### config.mk
export PLATFORM = sky130hd
export DESIGN_NAME = line_rasterizer_with_pixel_address_top
export DESIGN_NICKNAME = d
export VERILOG_FILES = /design/src/hw/rtl/lrpa_pkg.sv /design/src/hw/rtl/lrpa_cfg.sv /design/src/hw/rtl/lrpa_setup.sv /design/src/hw/rtl/lrpa_walk.sv /design/src/hw/rtl/lrpa_pixel.sv /design/src/hw/rtl/line_rasterizer_with_pixel_address_top.sv
export SDC_FILE = /design/constraint.sdc
export NUM_CORES = 1
export LEC_CHECK = 0
export BUFFER_PORTS_ARGS = -buffer_cell sky130_fd_sc_hd__buf_2
export CAP_MARGIN = 20
export CORE_MARGIN = 8
export CORE_UTILIZATION = 40
export CTS_CLUSTER_DIAMETER = 50
export CTS_CLUSTER_SIZE = 28
export DETAILED_ROUTE_END_ITERATION = 10
export HOLD_SLACK_MARGIN = 0.15
export PLACE_DENSITY = 0.7
export SYNTH_ARGS = -nofsm -noshare
export SYNTH_HDL_FRONTEND = slang
export SYNTH_HIERARCHICAL = 1
export SYNTH_SLANG_ARGS = --single-unit
### constraint.sdc
create_clock -name clk -period 8.8 [get_ports clk]
set_clock_uncertainty 0.2 [all_clocks]
set_input_delay 0.44 -clock clk [delete_from_list [all_inputs] [get_ports clk]]
set_output_delay 0.44 -clock clk [all_outputs]
set_load 0.05 [all_outputs]
### src/hw/rtl/lrpa_pkg.sv
// Shared types and constants for the line rasterizer with pixel address.
`timescale 1ns / 1ps
package lrpa_pkg;

    // Port field widths
    localparam int XY_W       = 16;
    localparam int COLOR_W    = 32;
    localparam int OFF_W      = 26;
    localparam int ROW_W      = 16;
    localparam int BPP_W      = 3;

    // Window coordinates fit in 14 bits once a pixel is visible
    localparam int IDX_W      = 14;

    // Width for signed window compares, wide enough for any coordinate and screen size
    localparam int CMP_W      = 18;

    // Configuration port
    localparam int APB_ADDR_W = 3;
    localparam int APB_DATA_W = 32;

    // Register select, taken from byte address bit 2
    localparam logic REG_ROW_BYTES       = 1'b0;
    localparam logic REG_BYTES_PER_PIXEL = 1'b1;

    // Reset values of the configuration registers
    localparam logic [ROW_W-1:0] ROW_BYTES_RST = 16'd4096;
    localparam logic [BPP_W-1:0] BPP_RST       = 3'd4;

    // Item opcodes
    typedef enum logic {
        OP_LOAD = 1'b0,
        OP_STEP = 1'b1
    } op_t;

    // Per-beat control into the line walker
    typedef struct packed {
        logic load;    // load beat accepted
        logic step;    // step beat accepted
    } walk_ctrl_t;

endpackage

### src/hw/rtl/lrpa_cfg.sv
// APB configuration registers: row pitch and bytes per pixel.
`timescale 1ns / 1ps
module lrpa_cfg
    import lrpa_pkg::*;
(
    input  logic                  clk,
    input  logic                  rst_n,
    input  logic                  psel,
    input  logic                  penable,
    input  logic                  pwrite,
    input  logic [APB_ADDR_W-1:0] paddr,
    input  logic [APB_DATA_W-1:0] pwdata,
    output logic [APB_DATA_W-1:0] prdata,
    output logic                  pready,
    output logic [ROW_W-1:0]      row_bytes,
    output logic [BPP_W-1:0]      bytes_per_pixel
);

    logic [ROW_W-1:0] row_bytes_reg;
    logic [ROW_W-1:0] row_bytes_next;
    logic [BPP_W-1:0] bpp_reg;
    logic [BPP_W-1:0] bpp_next;
    logic             wr_en;
    logic             reg_sel;

    assign pready  = 1'b1;
    assign wr_en   = psel && penable && pwrite && pready;
    assign reg_sel = paddr[2];

    // Decode the write beat
    always_comb
    begin
        row_bytes_next = row_bytes_reg;
        bpp_next       = bpp_reg;
        if (wr_en)
        begin
            case (reg_sel)
                REG_ROW_BYTES:       row_bytes_next = pwdata[ROW_W-1:0];
                REG_BYTES_PER_PIXEL: bpp_next       = pwdata[BPP_W-1:0];
                default:             row_bytes_next = row_bytes_reg;
            endcase
        end
    end

    always_ff @(posedge clk or negedge rst_n)
    begin
        if (!rst_n)
        begin
            row_bytes_reg <= ROW_BYTES_RST;
            bpp_reg       <= BPP_RST;
        end
        else
        begin
            row_bytes_reg <= row_bytes_next;
            bpp_reg       <= bpp_next;
        end
    end

    // Return the selected register
    always_comb
    begin
        case (reg_sel)
            REG_ROW_BYTES:       prdata = {{(APB_DATA_W-ROW_W){1'b0}}, row_bytes_reg};
            REG_BYTES_PER_PIXEL: prdata = {{(APB_DATA_W-BPP_W){1'b0}}, bpp_reg};
            default:             prdata = '0;
        endcase
    end

    assign row_bytes       = row_bytes_reg;
    assign bytes_per_pixel = bpp_reg;

endmodule

### src/hw/rtl/lrpa_setup.sv
// Line setup: trivial rejection, deltas, step directions and initial error.
`timescale 1ns / 1ps
module lrpa_setup
    import lrpa_pkg::*;
#(
    parameter int SCREEN_WIDTH  = 1024,
    parameter int SCREEN_HEIGHT = 768,
    parameter int COORD_BITS    = 16
)
(
    input  logic [XY_W-1:0]              start_x,
    input  logic [XY_W-1:0]              start_y,
    input  logic [XY_W-1:0]              end_x,
    input  logic [XY_W-1:0]              end_y,
    output logic                         reject,
    output logic signed [COORD_BITS-1:0] x0,
    output logic signed [COORD_BITS-1:0] y0,
    output logic signed [COORD_BITS-1:0] x1,
    output logic signed [COORD_BITS-1:0] y1,
    output logic signed [COORD_BITS:0]   dx,
    output logic signed [COORD_BITS:0]   dyn,
    output logic                         sx_neg,
    output logic                         sy_neg,
    output logic signed [COORD_BITS+2:0] err0
);

    localparam int D_W = COORD_BITS + 1;
    localparam int E_W = COORD_BITS + 3;

    localparam logic signed [CMP_W-1:0] WIN_W = CMP_W'(SCREEN_WIDTH);
    localparam logic signed [CMP_W-1:0] WIN_H = CMP_W'(SCREEN_HEIGHT);

    logic signed [CMP_W-1:0] x0_e;
    logic signed [CMP_W-1:0] y0_e;
    logic signed [CMP_W-1:0] x1_e;
    logic signed [CMP_W-1:0] y1_e;
    logic signed [D_W-1:0]   diff_x;
    logic signed [D_W-1:0]   diff_y;

    // Keep the low coordinate bits, sign taken from the top kept bit
    assign x0 = start_x[COORD_BITS-1:0];
    assign y0 = start_y[COORD_BITS-1:0];
    assign x1 = end_x[COORD_BITS-1:0];
    assign y1 = end_y[COORD_BITS-1:0];

    assign x0_e = CMP_W'(x0);
    assign y0_e = CMP_W'(y0);
    assign x1_e = CMP_W'(x1);
    assign y1_e = CMP_W'(y1);

    // Drop a line lying wholly beyond one window edge
    assign reject = (x0_e[CMP_W-1] && x1_e[CMP_W-1]) ||
                    (x0_e >= WIN_W && x1_e >= WIN_W) ||
                    (y0_e[CMP_W-1] && y1_e[CMP_W-1]) ||
                    (y0_e >= WIN_H && y1_e >= WIN_H);

    // Deltas: dx positive, dy kept negative
    assign diff_x = D_W'(x1) - D_W'(x0);
    assign diff_y = D_W'(y1) - D_W'(y0);
    assign dx     = diff_x[D_W-1] ? -diff_x : diff_x;
    assign dyn    = diff_y[D_W-1] ? diff_y : -diff_y;
    assign sx_neg = !(x0 < x1);
    assign sy_neg = !(y0 < y1);
    assign err0   = E_W'(dx) + E_W'(dyn);

endmodule

### src/hw/rtl/lrpa_walk.sv
// Line walker: holds the active line and advances it one pixel per step beat.
`timescale 1ns / 1ps
module lrpa_walk
    import lrpa_pkg::*;
#(
    parameter int COORD_BITS = 16
)
(
    input  logic                         clk,
    input  logic                         rst_n,
    input  walk_ctrl_t                   ctrl,
    input  logic                         reject,
    input  logic signed [COORD_BITS-1:0] x0,
    input  logic signed [COORD_BITS-1:0] y0,
    input  logic signed [COORD_BITS-1:0] x1,
    input  logic signed [COORD_BITS-1:0] y1,
    input  logic signed [COORD_BITS:0]   dx,
    input  logic signed [COORD_BITS:0]   dyn,
    input  logic                         sx_neg,
    input  logic                         sy_neg,
    input  logic signed [COORD_BITS+2:0] err0,
    input  logic [COLOR_W-1:0]           color,
    output logic                         active,
    output logic                         fin,
    output logic signed [COORD_BITS-1:0] cur_x,
    output logic signed [COORD_BITS-1:0] cur_y,
    output logic [COLOR_W-1:0]           line_color
);

    localparam int D_W = COORD_BITS + 1;
    localparam int E_W = COORD_BITS + 3;

    logic                         active_reg, active_next;
    logic signed [COORD_BITS-1:0] cur_x_reg, cur_x_next;
    logic signed [COORD_BITS-1:0] cur_y_reg, cur_y_next;
    logic signed [COORD_BITS-1:0] goal_x_reg, goal_x_next;
    logic signed [COORD_BITS-1:0] goal_y_reg, goal_y_next;
    logic signed [D_W-1:0]        dx_reg, dx_next;
    logic signed [D_W-1:0]        dyn_reg, dyn_next;
    logic                         sx_neg_reg, sx_neg_next;
    logic                         sy_neg_reg, sy_neg_next;
    logic signed [E_W-1:0]        err_reg, err_next;
    logic [COLOR_W-1:0]           color_reg, color_next;

    logic signed [E_W:0]          e2;
    logic                         move_x;
    logic                         move_y;
    logic signed [E_W-1:0]        add_x;
    logic signed [E_W-1:0]        add_y;

    assign fin = (cur_x_reg == goal_x_reg) && (cur_y_reg == goal_y_reg);

    // Bresenham decision on doubled error
    assign e2     = {err_reg, 1'b0};
    assign move_x = e2 >= (E_W+1)'(dyn_reg);
    assign move_y = e2 <= (E_W+1)'(dx_reg);
    assign add_x  = move_x ? E_W'(dyn_reg) : '0;
    assign add_y  = move_y ? E_W'(dx_reg) : '0;

    // Load a new line or advance the current one
    always_comb
    begin
        active_next = active_reg;
        cur_x_next  = cur_x_reg;
        cur_y_next  = cur_y_reg;
        goal_x_next = goal_x_reg;
        goal_y_next = goal_y_reg;
        dx_next     = dx_reg;
        dyn_next    = dyn_reg;
        sx_neg_next = sx_neg_reg;
        sy_neg_next = sy_neg_reg;
        err_next    = err_reg;
        color_next  = color_reg;
        if (ctrl.load)
        begin
            active_next = !reject;
            cur_x_next  = x0;
            cur_y_next  = y0;
            goal_x_next = x1;
            goal_y_next = y1;
            dx_next     = dx;
            dyn_next    = dyn;
            sx_neg_next = sx_neg;
            sy_neg_next = sy_neg;
            err_next    = err0;
            color_next  = color;
        end
        else if (ctrl.step && active_reg)
        begin
            if (fin)
            begin
                active_next = 1'b0;
            end
            else
            begin
                if (move_x)
                begin
                    cur_x_next = sx_neg_reg ? cur_x_reg - COORD_BITS'(1)
                                            : cur_x_reg + COORD_BITS'(1);
                end
                if (move_y)
                begin
                    cur_y_next = sy_neg_reg ? cur_y_reg - COORD_BITS'(1)
                                            : cur_y_reg + COORD_BITS'(1);
                end
                err_next = err_reg + add_x + add_y;
            end
        end
    end

    always_ff @(posedge clk or negedge rst_n)
    begin
        if (!rst_n)
        begin
            active_reg <= 1'b0;
        end
        else
        begin
            active_reg <= active_next;
        end
    end

    // Line geometry needs no reset: it is read only while active
    always_ff @(posedge clk)
    begin
        cur_x_reg  <= cur_x_next;
        cur_y_reg  <= cur_y_next;
        goal_x_reg <= goal_x_next;
        goal_y_reg <= goal_y_next;
        dx_reg     <= dx_next;
        dyn_reg    <= dyn_next;
        sx_neg_reg <= sx_neg_next;
        sy_neg_reg <= sy_neg_next;
        err_reg    <= err_next;
        color_reg  <= color_next;
    end

    assign active     = active_reg;
    assign cur_x      = cur_x_reg;
    assign cur_y      = cur_y_reg;
    assign line_color = color_reg;

endmodule

### src/hw/rtl/lrpa_pixel.sv
// Pixel address: window test and framebuffer byte offset of the current pixel.
`timescale 1ns / 1ps
module lrpa_pixel
    import lrpa_pkg::*;
#(
    parameter int SCREEN_WIDTH  = 1024,
    parameter int SCREEN_HEIGHT = 768,
    parameter int COORD_BITS    = 16
)
(
    input  logic signed [COORD_BITS-1:0] cur_x,
    input  logic signed [COORD_BITS-1:0] cur_y,
    input  logic [ROW_W-1:0]             row_bytes,
    input  logic [BPP_W-1:0]             bytes_per_pixel,
    output logic                         visible,
    output logic [OFF_W-1:0]             byte_offset
);

    localparam int ROWP_W = IDX_W + ROW_W;
    localparam int COLP_W = IDX_W + BPP_W;

    localparam logic signed [CMP_W-1:0] WIN_W = CMP_W'(SCREEN_WIDTH);
    localparam logic signed [CMP_W-1:0] WIN_H = CMP_W'(SCREEN_HEIGHT);

    logic signed [CMP_W-1:0] x_e;
    logic signed [CMP_W-1:0] y_e;
    logic [IDX_W-1:0]        x_idx;
    logic [IDX_W-1:0]        y_idx;
    logic [ROWP_W-1:0]       row_part;
    logic [COLP_W-1:0]       col_part;
    logic [OFF_W-1:0]        sum;

    assign x_e = CMP_W'(cur_x);
    assign y_e = CMP_W'(cur_y);

    // Inside the window on both axes
    assign visible = !x_e[CMP_W-1] && (x_e < WIN_W) &&
                     !y_e[CMP_W-1] && (y_e < WIN_H);

    // Row pitch times y plus pixel size times x, wrapped to the offset width
    assign x_idx    = IDX_W'(cur_x);
    assign y_idx    = IDX_W'(cur_y);
    assign row_part = ROWP_W'(y_idx) * ROWP_W'(row_bytes);
    assign col_part = COLP_W'(x_idx) * COLP_W'(bytes_per_pixel);
    assign sum      = OFF_W'(row_part) + OFF_W'(col_part);

    assign byte_offset = visible ? sum : '0;

endmodule

### src/hw/rtl/line_rasterizer_with_pixel_address_top.sv
// Top level of the line rasterizer with pixel address generation.
`timescale 1ns / 1ps
// Usage:
//   Input channel (in_valid/in_ready) carries one beat per item. A load beat
//   (op = 0) latches two endpoints and a color; a line lying wholly past one
//   window edge is dropped and leaves the block idle. A step beat (op = 1)
//   emits the current pixel of the active line and advances it; a step with
//   no active line is consumed and emits nothing. Loads never emit a beat.
//   Output channel (out_valid/out_ready) carries pix_x, pix_y, visible,
//   byte_offset (zero when not visible), pixel_color and last, which marks
//   the end pixel of the line, after which the line is closed.
//   An accepted step beat's pixel is registered and shows in the next cycle.
//   Throughput: one item per cycle while the output is not stalled, set by
//   the single registered pass through the walker and the offset multiplier.
//   The output register holds its beat while out_ready is low; a new item
//   is taken in the same cycle that the waiting beat leaves, so a stall
//   only stops the input while the output register is full.
//   Reset clears the active line and the output valid, and sets row_bytes
//   to 4096 and bytes_per_pixel to 4. The APB registers lie at byte
//   addresses 0 (row_bytes) and 4 (bytes_per_pixel); write them only idle.
module line_rasterizer_with_pixel_address_top
    import lrpa_pkg::*;
#(
    parameter int SCREEN_WIDTH  = 1024,
    parameter int SCREEN_HEIGHT = 768,
    parameter int COORD_BITS    = 16
)
(
    input  logic                  clk,
    input  logic                  rst_n,
    input  logic                  psel,
    input  logic                  penable,
    input  logic                  pwrite,
    input  logic [APB_ADDR_W-1:0] paddr,
    input  logic [APB_DATA_W-1:0] pwdata,
    output logic [APB_DATA_W-1:0] prdata,
    output logic                  pready,
    input  logic                  in_valid,
    output logic                  in_ready,
    input  logic                  op,
    input  logic [XY_W-1:0]       start_x,
    input  logic [XY_W-1:0]       start_y,
    input  logic [XY_W-1:0]       end_x,
    input  logic [XY_W-1:0]       end_y,
    input  logic [COLOR_W-1:0]    color,
    output logic                  out_valid,
    input  logic                  out_ready,
    output logic [XY_W-1:0]       pix_x,
    output logic [XY_W-1:0]       pix_y,
    output logic                  visible,
    output logic [OFF_W-1:0]      byte_offset,
    output logic [COLOR_W-1:0]    pixel_color,
    output logic                  last
);

    logic [ROW_W-1:0]             row_bytes;
    logic [BPP_W-1:0]             bytes_per_pixel;

    logic                         reject;
    logic signed [COORD_BITS-1:0] x0, y0, x1, y1;
    logic signed [COORD_BITS:0]   dx, dyn;
    logic                         sx_neg, sy_neg;
    logic signed [COORD_BITS+2:0] err0;

    walk_ctrl_t                   ctrl;
    logic                         accept;
    logic                         emit;
    logic                         active;
    logic                         fin;
    logic signed [COORD_BITS-1:0] cur_x, cur_y;
    logic [COLOR_W-1:0]           line_color;
    logic                         pix_visible;
    logic [OFF_W-1:0]             pix_offset;

    logic                         out_valid_reg, out_valid_next;
    logic [XY_W-1:0]              pix_x_reg, pix_y_reg;
    logic                         visible_reg;
    logic [OFF_W-1:0]             offset_reg;
    logic [COLOR_W-1:0]           color_reg;
    logic                         last_reg;

    lrpa_cfg u_cfg (
        .clk             (clk),
        .rst_n           (rst_n),
        .psel            (psel),
        .penable         (penable),
        .pwrite          (pwrite),
        .paddr           (paddr),
        .pwdata          (pwdata),
        .prdata          (prdata),
        .pready          (pready),
        .row_bytes       (row_bytes),
        .bytes_per_pixel (bytes_per_pixel)
    );

    lrpa_setup #(
        .SCREEN_WIDTH  (SCREEN_WIDTH),
        .SCREEN_HEIGHT (SCREEN_HEIGHT),
        .COORD_BITS    (COORD_BITS)
    ) u_setup (
        .start_x (start_x),
        .start_y (start_y),
        .end_x   (end_x),
        .end_y   (end_y),
        .reject  (reject),
        .x0      (x0),
        .y0      (y0),
        .x1      (x1),
        .y1      (y1),
        .dx      (dx),
        .dyn     (dyn),
        .sx_neg  (sx_neg),
        .sy_neg  (sy_neg),
        .err0    (err0)
    );

    // Accept whenever the output register is empty or draining
    assign in_ready  = !out_valid_reg || out_ready;
    assign accept    = in_valid && in_ready;
    assign ctrl.load = accept && (op == OP_LOAD);
    assign ctrl.step = accept && (op == OP_STEP);
    assign emit      = ctrl.step && active;

    lrpa_walk #(
        .COORD_BITS (COORD_BITS)
    ) u_walk (
        .clk        (clk),
        .rst_n      (rst_n),
        .ctrl       (ctrl),
        .reject     (reject),
        .x0         (x0),
        .y0         (y0),
        .x1         (x1),
        .y1         (y1),
        .dx         (dx),
        .dyn        (dyn),
        .sx_neg     (sx_neg),
        .sy_neg     (sy_neg),
        .err0       (err0),
        .color      (color),
        .active     (active),
        .fin        (fin),
        .cur_x      (cur_x),
        .cur_y      (cur_y),
        .line_color (line_color)
    );

    lrpa_pixel #(
        .SCREEN_WIDTH  (SCREEN_WIDTH),
        .SCREEN_HEIGHT (SCREEN_HEIGHT),
        .COORD_BITS    (COORD_BITS)
    ) u_pixel (
        .cur_x           (cur_x),
        .cur_y           (cur_y),
        .row_bytes       (row_bytes),
        .bytes_per_pixel (bytes_per_pixel),
        .visible         (pix_visible),
        .byte_offset     (pix_offset)
    );

    // Fill the output register on an emitted pixel, drain it when taken
    always_comb
    begin
        out_valid_next = out_valid_reg;
        if (emit)
        begin
            out_valid_next = 1'b1;
        end
        else if (out_ready)
        begin
            out_valid_next = 1'b0;
        end
    end

    always_ff @(posedge clk or negedge rst_n)
    begin
        if (!rst_n)
        begin
            out_valid_reg <= 1'b0;
        end
        else
        begin
            out_valid_reg <= out_valid_next;
        end
    end

    // Capture the pixel beat
    always_ff @(posedge clk)
    begin
        if (emit)
        begin
            pix_x_reg   <= XY_W'(cur_x);
            pix_y_reg   <= XY_W'(cur_y);
            visible_reg <= pix_visible;
            offset_reg  <= pix_offset;
            color_reg   <= line_color;
            last_reg    <= fin;
        end
    end

    assign out_valid   = out_valid_reg;
    assign pix_x       = pix_x_reg;
    assign pix_y       = pix_y_reg;
    assign visible     = visible_reg;
    assign byte_offset = offset_reg;
    assign pixel_color = color_reg;
    assign last        = last_reg;

`ifndef NO_ASSERTIONS
    // Input stalls only behind a full, stalled output register
    a_ready_stall: assert property (@(posedge clk) disable iff (!rst_n)
        !in_ready |-> (out_valid && !out_ready))
        else $error("in_ready low without a stalled output beat");

    // An emitted pixel shows on the output next cycle
    a_emit_shows: assert property (@(posedge clk) disable iff (!rst_n)
        emit |=> out_valid)
        else $error("emitted pixel missing from the output");

    // The end pixel closes the line
    a_last_closes: assert property (@(posedge clk) disable iff (!rst_n)
        (emit && fin) |=> !active)
        else $error("line still active after its end pixel");

    // Hidden pixels carry a zero offset
    a_hidden_zero: assert property (@(posedge clk) disable iff (!rst_n)
        (out_valid && !visible) |-> (byte_offset == '0))
        else $error("nonzero offset on a hidden pixel");

    // A step with no line leaves the output untouched unless it drains
    a_idle_step: assert property (@(posedge clk) disable iff (!rst_n)
        (ctrl.step && !active && out_ready) |=> !out_valid)
        else $error("step without a line produced a beat");
`endif

endmodule

* Word-level counts from Yosys, hierarchy flattened *
Index checks and enable logic that the tools add are counted.

word-level totals
  register bits = 264
  input port bits = 139
  output and inout bits = 127
  logic and storage cells = 107

operators by class
  add/sub/neg operators = 12
  $mul = 2
  magnitude comparators = 10
  equality and inequality tests = 3
  mux-type cells = 23
  bitwise operators = 2
  reduce and logical (&&, ||, !) cells = 35

operators by type and width
  kind                                                                  count
  2-to-1 mux 16 bit                                                     10
  2-to-1 mux 19 bit                                                     5
  one-hot mux 32 bit (2 select lines)                                   1
  adder 19 bit                                                          2
  2-to-1 mux 17 bit                                                     2
  negator 17 bit                                                        2
  subtractor 16 x 16 -> 17 bit                                          2
  adder 16 x 2 -> 16 bit (second input constant)                        2
  == test 16 bit                                                        2
  greater-or-equal comparator 16 x 11 -> 1 bit (second input constant)  2
  greater-or-equal comparator 16 x 12 -> 1 bit (second input constant)  2
  < comparator 16 bit                                                   2
  subtractor 16 x 2 -> 16 bit (second input constant)                   2
  adder 26 x 17 -> 26 bit                                               1
  multiplier 14 x 16 -> 26 bit                                          1
  greater-or-equal comparator 20 x 17 -> 1 bit                          1
  less-or-equal comparator 20 x 17 -> 1 bit                             1
  adder 17 x 17 -> 18 bit                                               1
  multiplier 14 x 3 -> 17 bit                                           1
  < comparator 16 x 11 -> 1 bit (second input constant)                 1
  < comparator 16 x 12 -> 1 bit (second input constant)                 1
  logical AND 1 bit                                                     14
  nonzero test 2 bit                                                    5
  AND reduction 2 bit                                                   4
  6 further kinds                                                       20

* Logic depth before layout (Yosys ltp) *
  depth after elaboration = 7
  depth in mapped cells = 25
  mapped depth without buffers = 25

* Hierarchy *
The synthesis kept the hierarchy.

by module, submodules not included
  module                                  times used  cells each  area each (sq um)  sequential area each (sq um)
  lrpa_walk                               1           778         9023.7             4559.4
  lrpa_pixel                              1           1013        8623.3             0.0
  lrpa_setup                              1           506         3633.5             0.0
  line_rasterizer_with_pixel_address_top  1           100         2831.5             2787.7
  lrpa_cfg                                1           78          1036.0             478.0

* Worst setup path before layout *
No wires, ideal clock.

  kind = flip-flop to flip-flop
  from = register out_valid_reg, in the netlist out_valid
  to = register u_walk.cur_y_reg[0], in the netlist u_walk/cur_y[0] (enable)
  library setup time = 0.367 ns
  arrival time = 9.301 ns
  slack = -1.068 ns
  stages on the path, launching flop included = 6
  path through = dfrtp_1 > nor2b_4 > nor3b_1 > clkbuf_1 > clkbuf_1 > a21o_1

RTL lines
  element                 RTL line                                       RTL
  from (decl)             line_rasterizer_with_pixel_address_top.sv:75   logic out_valid_reg, out_valid_next;
  from (signal assigned)  line_rasterizer_with_pixel_address_top.sv:183  out_valid_reg <= out_valid_next;
  to (signal assigned)    lrpa_walk.sv:127                               cur_y_reg <= cur_y_next;
  to (decl)               lrpa_walk.sv:35                                logic signed [COORD_BITS-1:0] cur_y_reg, cur_y_next;

* Final worst setup path *
  from = input port end_y[0]
  to = register u_walk.err_reg[16] (data pin)

between the ends
  word-level cells in the longest chain between the ends = 5

ends and longest elaborated chain
  element                         RTL line                                      RTL
  from (decl)                     line_rasterizer_with_pixel_address_top.sv:44  input logic [XY_W-1:0] end_y,
  subtractor 16 x 16 -> 17 bit *  lrpa_setup.sv:59                              assign diff_y = D_W'(y1) - D_W'(y0);
  negator 17 bit                  lrpa_setup.sv:61                              assign dyn = diff_y[D_W-1] ? diff_y : -diff_y;
  2-to-1 mux 17 bit *             lrpa_setup.sv:61
  net dyn[1]                      line_rasterizer_with_pixel_address_top.sv:61  logic signed [COORD_BITS:0] dx, dyn;
  adder 17 x 17 -> 18 bit *       lrpa_setup.sv:64                              assign err0 = E_W'(dx) + E_W'(dyn);
  net err0[16]                    line_rasterizer_with_pixel_address_top.sv:63  logic signed [COORD_BITS+2:0] err0;
  2-to-1 mux 19 bit *             lrpa_walk.sv:74                               if (ctrl.load)
  net u_walk.err_next[16]         lrpa_walk.sv:42                               logic signed [E_W-1:0] err_reg, err_next;
  to (signal assigned)            lrpa_walk.sv:134                              err_reg <= err_next;
  to (decl)                       lrpa_walk.sv:42

The timed path passes the listed nets; every way through them passes the cells marked *.
A chain may end at the register's enable or synchronous reset.

==> metrics.csv <==
stage,metric,value,unit
die,die_h,267,um
synthesis,postSynth.asyncResetShare,0.0795,
routing,wl_per_cell,18.3,um
routing,ant_nets,0,
synthesis,synth_compound_area_frac,0.0949,
synthesis,yosys.area_share.xor_xnor,0.0580,
critical_path,critPathLaunch,end_y[0],
routing,drc,0,
critical_path,cpPeakStageDelay,0.57,ns
synthesis,yosysUniqueCellTypes,85,
critical_path,crit_fanout,10,
clock_network,root_buffer,clkbuf_16,
clock_network,postCtsSetupBuffers,0,
critical_path,cp_top_family,compound AO/OA/AOI/OAI gates,
placement,gp_congestion,0.907,
critical_path,critPathBufInv,4,
timing,drv_slew,0,
die,io_pins,266,
clock_network,cts_resized,0,
synthesis,yosys.area_share.adder,0.294,
clock_network,insertion_delay,0.60,ns
timing,timing.fmax,142,MHz
global_route,grtUsageTotal,0.185,
layout,areaGrowthSynthToFinish,16.6,%
synthesis,synth_edf_count,243,
synthesis,synth_warnings,6,
layout,drive_gt1_frac,0.136,
synthesis,syn_avg_cell_area,10.2,um2
critical_path,worst_setup_path_end_kind,flip-flop,
worst_hold_path,hold_path.class,flip-flop to flip-flop,
placement,port_buffers,230,
timing,finalSetupTns,0,ns
routing,vias_per_cell,5.04,
critical_path,ff2ff_setup_slack,2.03,ns
clock_network,clock-sinks,264,
critical_path,reg2reg_from,u_walk/cur_y[10],
critical_path,cp.arrival,7.17,ns
die,coreArea,62600,um2
die,die_w,267,um
die,row_count,92,
run,maxCapViolCount,0,
clock_network,cts_max_level,2,
synthesis,synth-seq-cells,264,
clock_network,cts_tree,built,
outcome,status,completed,
critical_path,worstPathRequired,8.91,ns
clock_network,numCtsBuffers,45,
die,die_area,71200,um2
synthesis,syn-instance-count,2475,
global_route,grt_antenna_before_repair,2,
global_route,grt_pass1_wl,104,mm
global_route,grt-ovfl-total,0,
synthesis,synth-simple-area-share,0.138,
synthesis,seq_area_frac_synth,0.311,
global_route,grt_pass1_vias,19100,
layout,final_common_cell,inv_1,
clock_network,clk_pin_slew,0.06,ns
timing,post-route-min-period,7.05,ns
routing,drt_pass1_iterations,5,
critical_path,slowest_stage,fa_1,
routing,num_vias,18300,
timing,setup_viol,0,
critical_path,reg2reg_to,byte_offset[24],
clock_network,cts.path.max_buffers,3,
critical_path,critPathLaunchType,primary input,
placement,dp.final_hpwl,51.2,mm
critical_path,cp.depth,27,
critical_path,endpoint,u_walk/err_reg[16],
critical_path,criticalPathCategory,primary input to flip-flop,
synthesis,muxShareOfSynthArea,0.0144,
critical_path,worstRegToRegCells,20,
global_route,grt_start_max_net_pins,166,
layout,nets,3342,
layout,n_antenna_cell,0,
timing,worst_pin_slew,0.997,ns
timing,max-slew-margin-rel,0.335,
synthesis,synth_top_family_by_area,adder cells,
routing,wl,66.6,mm
die,initial_core_util,0.402,
synthesis,synthesis.area,25100,um2
timing,rsz0062_at_grt,no,
timing,timing.final.crit_share,0.802,
clock_network,cts_hold_buffers,117,
routing,drt_iter0_drc,1338,
layout,layout_common_cells,"inv_1 (373), nand2_1 (247), edfxtp_1 (243), buf_2 (230)",
synthesis,synth_ff_type,edfxtp_1,
layout,fillers,5856,
timing,final_hold_viol_count,0,
kinds of logic after synthesis:
logic type	count (synthesis)
and+or+nand+nor	685
buffers and inverters	517
adders and majority gates	455
AOI/OAI and AO/OA	358
DFF	264
xor gates and xnor gates	165
muxes	29
other	2
worst min-delay path by stage:
stage | start | endpoint | slack [ns] | cells after the start
finish | u_walk/line_color[24] | pixel_color[24] | 0.21 | 0
global route | u_walk/line_color[17] | pixel_color[17] | 0.22 | 0
CTS | rst_n | u_walk/active | 0.22 | 2
detailed placement | u_walk/line_color[4] | pixel_color[4] | 0.20 | 0
global placement | u_walk/line_color[6] | pixel_color[6] | 0.20 | 0
floorplan | rst_n | out_valid | -0.06 | 0
final cells by class:
type | instances | area (um2) | share of cell area
clock buffer | 47 | 1130 | 0.0386
clock inverter | 37 | 367 | 0.0125
inverter | 374 | 1400 | 0.0479
multi-input combinational | 1709 | 15100 | 0.516
sequential | 264 | 7830 | 0.267
tap | 846 | 1060 | 0.0361
timing repair buffer | 357 | 2410 | 0.0822
Yosys cell counts (7+ instances only):
cell      count  share of area
o21ai_0      83          0.017
a211oi_1     13         0.0039
o21ai_1      16         0.0032
nand4_1      22         0.0055
edfxtp_1    243           0.29
o31ai_1      12         0.0036
xor2_1       60          0.021
nand2b_1     20         0.0050
fa_1        226           0.18
a31oi_1      10         0.0025
buf_4        82          0.024
a21oi_1      82          0.016
o21bai_1     13         0.0039
o21a_1       21         0.0063
or3_1        10         0.0025
clkbuf_1     58         0.0087
mux2_4       10         0.0060
dfrtp_1      19          0.019
nand3_1      19         0.0038
and2_1      152          0.038
ha_1        226           0.11
inv_1       373          0.056
nor2_1       84          0.013
a21o_1       29         0.0087
xnor2_1     104          0.036
and3_1       12         0.0030
mux2_2       18         0.0081
nor2b_1      33         0.0082
nor4_1       17         0.0042
nand2_1     247          0.037
nor3_1       42         0.0084
o211ai_1      7         0.0021
stage by stage:
stage	hold WS, ns	utilization	setup WS, ns	cells	cell area, um2
floorplan	-0.0556	-	2.46	2490	25200
global placement	0.201	0.426	1.78	3433	26700
detailed placement	0.205	0.426	1.76	3433	26700
CTS	0.217	0.468	1.83	3634	29300
global route	0.220	0.468	1.40	3634	29300
finish	0.211	0.468	1.75	3634	29300
per-layer routing:
| layer | routed length (um) | track usage | share of wire | vias to the layer above |
|---|---|---|---|---|
| met5 | 13 | 0 | 0.00020 | - |
| met4 | 2580 | 0.0698 | 0.039 | 2 |
| met3 | 3680 | 0.0270 | 0.055 | 139 |
| met1 | 28400 | 0.237 | 0.43 | 8895 |
| li1 | - | - | - | 8739 |
| met2 | 31900 | 0.313 | 0.48 | 548 |
Power is left out: the tool's default activity adds up to more than one toggle a clock period on the data nets, which glitch-free logic cannot reach.
